`config.mk`:
```
export PLATFORM = sky130hd
export DESIGN_NAME = fsha_ctrl
export DESIGN_NICKNAME = d
export VERILOG_FILES = /design/src/rtl/fsha_pkg.sv /design/src/rtl/fsha_ctrl.sv
export SDC_FILE = /design/constraint.sdc
export NUM_CORES = 1
export LEC_CHECK = 0
export BUFFER_PORTS_ARGS = -buffer_cell sky130_fd_sc_hd__buf_2
export CAP_MARGIN = 25
export CORE_ASPECT_RATIO = 1.2
export CORE_MARGIN = 2
export CORE_UTILIZATION = 43
export DETAILED_ROUTE_END_ITERATION = 10
export MAX_ROUTING_LAYER = met4
export PLACE_DENSITY = 0.79
export SLEW_MARGIN = 20
export SYNTH_ARGS = -nofsm -noshare
export SYNTH_HDL_FRONTEND = slang
export SYNTH_SLANG_ARGS = --single-unit
```
`constraint.sdc`:
```
create_clock -name clk -period 1.51 [get_ports clk]
set_input_delay 0.0755 -clock clk [delete_from_list [all_inputs] [get_ports clk]]
set_output_delay 0.0755 -clock clk [all_outputs]
set_load 0.01 [all_outputs]
```
`src/rtl/fsha_pkg.sv`:
```
// ----------------------------------------------------------------------------
// fsha_pkg
// Shared types, codes and constants of the fit-strategy heap allocator.
// ----------------------------------------------------------------------------
package fsha_pkg;

  localparam int FW             = 21;
  localparam int MAX_SEGMENTS   = 256;
  localparam int MAX_HEAP_BYTES = 1048576;
  localparam int PAGE_SHIFT     = 12;
  localparam int HEADER_BYTES   = 24;

  localparam logic [FW:0] HDR      = (FW+1)'(HEADER_BYTES);
  localparam logic [FW:0] PAGE_M1  = (FW+1)'((1 << PAGE_SHIFT) - 1);
  localparam logic [FW:0] HEAP_MAX = (FW+1)'(MAX_HEAP_BYTES);

  localparam logic [1:0] OP_INIT  = 2'd0;
  localparam logic [1:0] OP_ALLOC = 2'd1;
  localparam logic [1:0] OP_FREE  = 2'd2;
  localparam logic [1:0] OP_NOP   = 2'd3;

  localparam logic [1:0] STRAT_BEST  = 2'd0;
  localparam logic [1:0] STRAT_WORST = 2'd1;
  localparam logic [1:0] STRAT_FIRST = 2'd2;
  localparam logic [1:0] STRAT_NEXT  = 2'd3;

  localparam logic [2:0] ST_OK       = 3'd0;
  localparam logic [2:0] ST_NOT_INIT = 3'd1;
  localparam logic [2:0] ST_BAD_SIZE = 3'd2;
  localparam logic [2:0] ST_NO_FIT   = 3'd3;
  localparam logic [2:0] ST_BAD_FREE = 3'd4;

  localparam logic REG_HEAP_SIZE = 1'b0;

  typedef struct packed {
    logic [FW-1:0] off;
    logic [FW-1:0] size;
    logic          free;
  } seg_t;

  localparam int SEG_W = $bits(seg_t);

  typedef enum logic [3:0] {
    DP_NOP,
    DP_LATCH,
    DP_INIT,
    DP_FIND_LS,
    DP_SCAN,
    DP_WR_EXACT,
    DP_SHIFT_INIT,
    DP_SHIFT_WR,
    DP_SPLIT1,
    DP_SPLIT2,
    DP_FREE_FIND,
    DP_MERGE_STEP,
    DP_MERGE_END
  } dp_op_t;

  typedef enum logic [4:0] {
    S_IDLE,
    S_DISPATCH,
    S_LS_RD,
    S_LS_EV,
    S_SC_RD,
    S_SC_EV,
    S_DECIDE,
    S_SH_CHK,
    S_SH_RD,
    S_SH_WR,
    S_SP_WR1,
    S_SP_WR2,
    S_FR_RD,
    S_FR_EV,
    S_MG_RD,
    S_MG_EV,
    S_MG_END,
    S_OK
  } st_t;

  typedef struct packed {
    dp_op_t     op;
    logic       res_en;
    logic [2:0] res_status;
  } cmd_t;

  typedef struct packed {
    logic [1:0] op;
    logic [1:0] strat;
    logic       ready;
    logic       lsv;
    logic       init_ok;
    logic       fa_zero;
    logic       ls_done;
    logic       scan_done;
    logic       found;
    logic       split_need;
    logic       exact;
    logic       full;
    logic       shift_more;
    logic       fr_hit;
    logic       last;
  } sts_t;

endpackage

```
`src/rtl/fsha_ctrl.sv`:
```
// ----------------------------------------------------------------------------
// fsha_ctrl
// Controller: sequences scans, shifts and merges through datapath commands.
// ----------------------------------------------------------------------------
module fsha_ctrl (
  input  logic           clk,
  input  logic           rst_n,
  input  logic           start,
  input  fsha_pkg::sts_t sts,
  output fsha_pkg::cmd_t cmd,
  output logic           busy
);

  fsha_pkg::st_t state_r, state_nxt;

  always_ff @(posedge clk) begin
    if (!rst_n) begin
      state_r <= fsha_pkg::S_IDLE;
    end else begin
      state_r <= state_nxt;
    end
  end

  always_comb begin
    state_nxt = state_r;
    case (state_r)
      fsha_pkg::S_IDLE: begin
        if (start) state_nxt = fsha_pkg::S_DISPATCH;
      end
      fsha_pkg::S_DISPATCH: begin
        state_nxt = fsha_pkg::S_IDLE;
        if (sts.op == fsha_pkg::OP_ALLOC && sts.ready) begin
          if (sts.strat == fsha_pkg::STRAT_NEXT && sts.lsv) begin
            state_nxt = fsha_pkg::S_LS_RD;
          end else begin
            state_nxt = fsha_pkg::S_SC_RD;
          end
        end else if (sts.op == fsha_pkg::OP_FREE && sts.ready && !sts.fa_zero) begin
          state_nxt = fsha_pkg::S_FR_RD;
        end
      end
      fsha_pkg::S_LS_RD: state_nxt = fsha_pkg::S_LS_EV;
      fsha_pkg::S_LS_EV: begin
        state_nxt = sts.ls_done ? fsha_pkg::S_SC_RD : fsha_pkg::S_LS_RD;
      end
      fsha_pkg::S_SC_RD: state_nxt = fsha_pkg::S_SC_EV;
      fsha_pkg::S_SC_EV: begin
        state_nxt = sts.scan_done ? fsha_pkg::S_DECIDE : fsha_pkg::S_SC_RD;
      end
      fsha_pkg::S_DECIDE: begin
        if (!sts.found) begin
          state_nxt = fsha_pkg::S_IDLE;
        end else if (sts.split_need) begin
          state_nxt = sts.full ? fsha_pkg::S_IDLE : fsha_pkg::S_SH_CHK;
        end else if (sts.exact) begin
          state_nxt = fsha_pkg::S_OK;
        end else begin
          state_nxt = fsha_pkg::S_IDLE;
        end
      end
      fsha_pkg::S_SH_CHK: begin
        state_nxt = sts.shift_more ? fsha_pkg::S_SH_RD : fsha_pkg::S_SP_WR1;
      end
      fsha_pkg::S_SH_RD:  state_nxt = fsha_pkg::S_SH_WR;
      fsha_pkg::S_SH_WR:  state_nxt = fsha_pkg::S_SH_CHK;
      fsha_pkg::S_SP_WR1: state_nxt = fsha_pkg::S_SP_WR2;
      fsha_pkg::S_SP_WR2: state_nxt = fsha_pkg::S_OK;
      fsha_pkg::S_FR_RD:  state_nxt = fsha_pkg::S_FR_EV;
      fsha_pkg::S_FR_EV: begin
        if (sts.fr_hit) begin
          state_nxt = fsha_pkg::S_MG_RD;
        end else if (sts.last) begin
          state_nxt = fsha_pkg::S_IDLE;
        end else begin
          state_nxt = fsha_pkg::S_FR_RD;
        end
      end
      fsha_pkg::S_MG_RD: state_nxt = fsha_pkg::S_MG_EV;
      fsha_pkg::S_MG_EV: begin
        state_nxt = sts.last ? fsha_pkg::S_MG_END : fsha_pkg::S_MG_RD;
      end
      fsha_pkg::S_MG_END: state_nxt = fsha_pkg::S_OK;
      fsha_pkg::S_OK:     state_nxt = fsha_pkg::S_IDLE;
      default:            state_nxt = fsha_pkg::S_IDLE;
    endcase
  end

  always_comb begin
    cmd  = '{op: fsha_pkg::DP_NOP, res_en: 1'b0, res_status: fsha_pkg::ST_OK};
    busy = state_r != fsha_pkg::S_IDLE;
    case (state_r)
      fsha_pkg::S_IDLE: begin
        if (start) cmd.op = fsha_pkg::DP_LATCH;
      end
      fsha_pkg::S_DISPATCH: begin
        case (sts.op)
          fsha_pkg::OP_INIT: begin
            cmd.op         = fsha_pkg::DP_INIT;
            cmd.res_en     = 1'b1;
            cmd.res_status = sts.init_ok ? fsha_pkg::ST_OK : fsha_pkg::ST_BAD_SIZE;
          end
          fsha_pkg::OP_ALLOC: begin
            if (!sts.ready) begin
              cmd.res_en     = 1'b1;
              cmd.res_status = fsha_pkg::ST_NOT_INIT;
            end
          end
          fsha_pkg::OP_FREE: begin
            if (!sts.ready) begin
              cmd.res_en     = 1'b1;
              cmd.res_status = fsha_pkg::ST_NOT_INIT;
            end else if (sts.fa_zero) begin
              cmd.res_en     = 1'b1;
              cmd.res_status = fsha_pkg::ST_BAD_FREE;
            end
          end
          default: begin
            cmd.res_en = 1'b1;
          end
        endcase
      end
      fsha_pkg::S_LS_EV: cmd.op = fsha_pkg::DP_FIND_LS;
      fsha_pkg::S_SC_EV: cmd.op = fsha_pkg::DP_SCAN;
      fsha_pkg::S_DECIDE: begin
        if (sts.found && sts.split_need && !sts.full) begin
          cmd.op = fsha_pkg::DP_SHIFT_INIT;
        end else if (sts.found && !sts.split_need && sts.exact) begin
          cmd.op = fsha_pkg::DP_WR_EXACT;
        end else begin
          cmd.res_en     = 1'b1;
          cmd.res_status = fsha_pkg::ST_NO_FIT;
        end
      end
      fsha_pkg::S_SH_WR:  cmd.op = fsha_pkg::DP_SHIFT_WR;
      fsha_pkg::S_SP_WR1: cmd.op = fsha_pkg::DP_SPLIT1;
      fsha_pkg::S_SP_WR2: cmd.op = fsha_pkg::DP_SPLIT2;
      fsha_pkg::S_FR_EV: begin
        cmd.op = fsha_pkg::DP_FREE_FIND;
        if (!sts.fr_hit && sts.last) begin
          cmd.res_en     = 1'b1;
          cmd.res_status = fsha_pkg::ST_BAD_FREE;
        end
      end
      fsha_pkg::S_MG_EV:  cmd.op = fsha_pkg::DP_MERGE_STEP;
      fsha_pkg::S_MG_END: cmd.op = fsha_pkg::DP_MERGE_END;
      fsha_pkg::S_OK:     cmd.res_en = 1'b1;
      default:            cmd.op = fsha_pkg::DP_NOP;
    endcase
  end

`ifndef SYNTHESIS
  a_shift_range: assert property (@(posedge clk) disable iff (!rst_n)
    (state_r == fsha_pkg::S_SH_WR) |-> sts.shift_more)
    else $error("shift past the chosen segment");
  a_res_to_idle: assert property (@(posedge clk) disable iff (!rst_n)
    cmd.res_en |=> (state_r == fsha_pkg::S_IDLE))
    else $error("sequencer not idle after result");
`endif

endmodule

```
* Word level (Yosys, flattened, before mapping)
Cells that the tools add are included.
** Word-level totals
- Logic and storage cells :: 70
- Register bits :: 5
- Output and inout bits :: 9
- Input bits :: 20
** Operators by class
- Equality and inequality tests :: 21
- Reduce and logical (&&, ||, !) cells :: 17
- Mux-type cells :: 31
** Operator list (number)
- $pmux 5 s16 :: 1
- $pmux 4 s11 :: 1
- $eq 5x4->1 const B :: 8
- $mux 4 :: 9
- $mux 5 :: 6
- $eq 5x3->1 const B :: 4
- $pmux 3 s3 :: 2
- $mux 3 :: 5
- $eq 5x2->1 const B :: 2
- $eq 5x5->1 const B :: 2
- $logic_and 1x1->1 :: 9
- $mux 2 :: 4
- $eq 5x1->1 const B :: 1
- $logic_not 5->1 :: 1
- $reduce_bool 5->1 :: 1
- $eq 2x2->1 const B :: 2
- $logic_not 1->1 :: 4
- $pmux 1 s4 :: 1
- $eq 2x1->1 const B :: 1
- $logic_not 2->1 :: 1
- $ne 2x2->1 const B :: 1
- $pmux 1 s2 :: 1
- $reduce_or 2->1 :: 1
- $mux 1 :: 1

* Logic depth before layout (Yosys ltp)
- Word-level depth :: 6
- Mapped depth :: 6
- Depth with buffers taken out :: 6

* Worst setup path after synthesis
No wires, ideal clock.
- Kind :: reg-to-output
- Start :: reg state_r[4]
- End :: out cmd[0] (netlist bit)
- Data required time :: 1.434 ns
- Path buffers :: 1
- Arrival :: 1.431 ns
- Cell stages (with the launch flop) :: 5
- Path slack :: 0.004 ns
- Cell sequence :: dfxtp_1 > buf_1 > nor3_1 > nand2_1 > o41ai_1
** RTL lines
- from (decl) :: RTL line fsha_ctrl.sv:14 : fsha_pkg::st_t state_r, state_nxt;
- from (signal assigned) :: RTL line fsha_ctrl.sv:18 : state_r <= fsha_pkg::S_IDLE;
- from (signal assigned) :: RTL line fsha_ctrl.sv:20 : state_r <= state_nxt;
- to (decl) :: RTL line fsha_ctrl.sv:10 : output fsha_pkg::cmd_t cmd,

==> flow_summary_export.csv <==
group,metric,value,unit
placement,place.gp.congestion,0.935,
synth,synth_fp_nets,129,
worst_setup_path,path_delay_family,"simple AND/OR/NAND/NOR gates",
worst_setup_path,cp_slowest_stage_delay,0.42,ns
cells_and_area,design_area,0.00124,mm^2
timing,skew,0.00867,ns
worst_setup_path,required,1.43,ns
cts,cts-hold-fix-buffers,0,
worst_setup_path,crit_path_end_kind,"primary output",
worst_setup_path,cp_cell_sequence,"buf_6 > nand2_1 > or3_4 > o211ai_1 > buf_2",
cells_and_area,n_fill_cell,130,
cts,insertion_delay,0.25,ns
cells_and_area,layoutNonFillerInstCount,179,
worst_setup_path,cp.arrival,1.55,ns
run,cap_violations,0,
synth,yosys.area.top_type,"dfxtp_1",
die,boundaryPins,29,
worst_setup_path,cp_max_fo,12,
global_routing,globalRouteTotalUtil,28.2,%
detailed_routing,ant_nets,0,
timing,min_period,1.62,ns
synth,synth_cell_types,44,
timing,hold_viol,0,
placement,io_buffers,28,
synth,synth.avg_cell_area,6.99,um^2
global_routing,antenna_found_initial,0,
synth,synth-edff-count,0,
synth,synth_warnings,0,
worst_hold_path,hold_class,"input port to flip-flop",
placement,dpl.cell_count,169,
detailed_routing,drt_iter0_markers,30,
timing,rsz0062_at_grt,"true",
synth,netlist.area_leader.share,13.6,%
synth,syn_area,734,um^2
global_routing,grt_max_degree,13,
timing,setup-violations-final,8,
die,core-area,0.00162,mm^2
global_routing,grt_first_pass_wirelength,4.55,mm
cells_and_area,drive_above_1_share,52.2,%
cts,htree_levels,1,
worst_setup_path,start_kind,"flip-flop",
die,die_w,41.7,um
timing,relSlewSlack,64.1,%
cts,root_buffer,"clkbuf_4",
placement,placed_area,0.00105,mm^2
worst_hold_path,worstHoldStart,"rst_n",
cells_and_area,regMostFlops,"state_r",
worst_setup_path,path_buf_inv,2,
detailed_routing,dr_total_vias,1093,
timing,worst_pin_slew,0.537,ns
die,die-area,0.00206,mm^2
worst_setup_path,critical_path_class,"flip-flop to primary output",
cts,cts_tree,"yes",
detailed_routing,drc,0,
die,initial_core_util,45.3,%
global_routing,grt_pass1_vias,1022,
cts,cts.sinks,5,
cts,ctsLongestPathBuffers,2,
timing,slew_viol_final,0,
pwr,irDropWorstVdd,0.000253,V
cells_and_area,largest_registers,"state_r (5)",
outcome,violations,"negative setup slack",
synth,synth_area_leaders,"dfxtp_1 (14%), ha_1 (6.8%), o21ai_0 (6.1%)",
synth,synth_cells,105,
synth,yosysSeqAreaShare,13.6,%
worst_setup_path,slowest_stage,"dfxtp_2",
worst_setup_path,r2r-start,"state_r[1]",
synth,synth_common_cells,"o21ai_0 (9), nand2_1 (8), nor2_1 (7)",
synth,synth.most_common_cell,"o21ai_0",
cts,clk_pin_slew,0.06,ns
cts,cts_made_buffers,3,
outcome,status,"finished with violations",
global_routing,globalRouteOverflowTotal,0,
pwr,p_total,0.534,mW
detailed_routing,routed_via_density,6.11,
die,die_height,49.3,um
worst_setup_path,cp-startpoint,"state_r[3]",
detailed_routing,wl_per_cell,16.1,um
detailed_routing,drt-total-wl,2.89,mm
detailed_routing,dr.pass1.iters,4,
synth,synth_flop_cell,"dfxtp_1",
timing,setup_slack,-0.114,ns
die,rows,16,
pwr,p_per_area,432,mW/mm^2
synth,async_flop_share,0,%
timing,period_share,108,%
cells_and_area,finish.net_count,186,
cells_and_area,largest_register_ffs,5,
synth,synth-seq-cells,5,
cells_and_area,diodes,0,
cells_and_area,syn_to_final_growth,68.5,%
placement,dp_hpwl,1.97,mm
pwr,static-leakage-power,0.574,nW
timing,max_freq,0.616,GHz
cells_and_area,postLayoutCoreUtil,76.3,%
-- final cells by class --
class	count	area [um^2]	share of cell area, %
Clock buffer	4	26.3	2.12
Inverter	6	22.5	1.82
Multi-Input combinational cell	88	676	54.6
Sequential cell	5	109	8.80
Tap cell	18	22.5	1.82
Timing Repair Buffer	58	382	30.8
-- cell families (layout without fill, tap and decap cells) --
| kind of cell | after synthesis | count (layout) | share of synthesized area [%] |
|---|---|---|---|
| multiplexers | 2 | 2 | 2.73 |
| AO/OA/AOI/OAI | 38 | 38 | 36.1 |
| adder cells (fa/ha/maj) | 5 | 5 | 8.18 |
| buffers and inverters | 12 | 68 | 6.30 |
| AND/OR/NAND/NOR | 43 | 43 | 33.1 |
| flip-flops | 5 | 5 | 13.6 |
-- routing by layer --
metal  wire (um)  global-route usage [%]  up-vias  part of all wire (%)
met3         219                    2.59       10                   7.6
met2        1480                    50.3       65                    51
met1        1110                    32.8      504                    39
li1            -                       -      514                     -
met4          72                    8.60        0                   2.5
met5           0                       -        -                     0
-- cells in the final DEF (no fill, tap or decap), drive strengths merged, types with 2 or more instances in the layout --
master / n
dfxtp: 5
mux2i: 2
o21a: 4
a2111oi: 2
buf: 58
o31ai: 2
a31oi: 3
a22oi: 2
nand3: 4
o21ai: 10
nand2b: 3
nor3: 2
clkbuf: 4
and3b: 2
a21oi: 4
inv: 6
ha: 4
a32oi: 2
nor2b: 6
nand2: 8
and2: 2
nor2: 7
-- report_power, final --
part	switching, mW	total, mW	internal, mW
clock network	0.0705	0.171	0.101
registers	0.0110	0.148	0.137
logic	0.104	0.215	0.111
total	0.186	0.534	0.348
-- worst min-delay path: stages --
cell and delay [ns]:
buf_2 0.10, inv_1 0.12, a21oi_1 0.06
-- final timing paths --
check | end | slack, ns | depth (start not counted)
max | cmd[3] | -0.11 | 5
min | state_r[4] | 0.14 | 3
max reg2reg | state_r[2] | -0.03 | 5
min reg2reg | state_r[3] | 0.72 | 2
-- what timing repair did --
item | in CTS | in global routing
gates cloned | 1 | 0
setup endpoints to repair | 8 | 12
hold endpoints to repair | 0 | 0
pin swaps | 7 | 4
resized for setup | 15 | 19
buffers inserted | 3 | 2
-- per-stage QoR --
stage          hold WS (ns)  TNS (ns)  setup slack, ns
2_1_floorplan         0.248         0          0.00364
3_3_place_gp          0.355   -0.0291          -0.0291
3_5_place_dp          0.393   -0.0741          -0.0741
4_1_cts               0.128    -0.616           -0.111
5_1_grt               0.169     -1.30           -0.159
6_report              0.138    -0.587           -0.114
No activity file was read; power rests on OpenSTA's default activity.
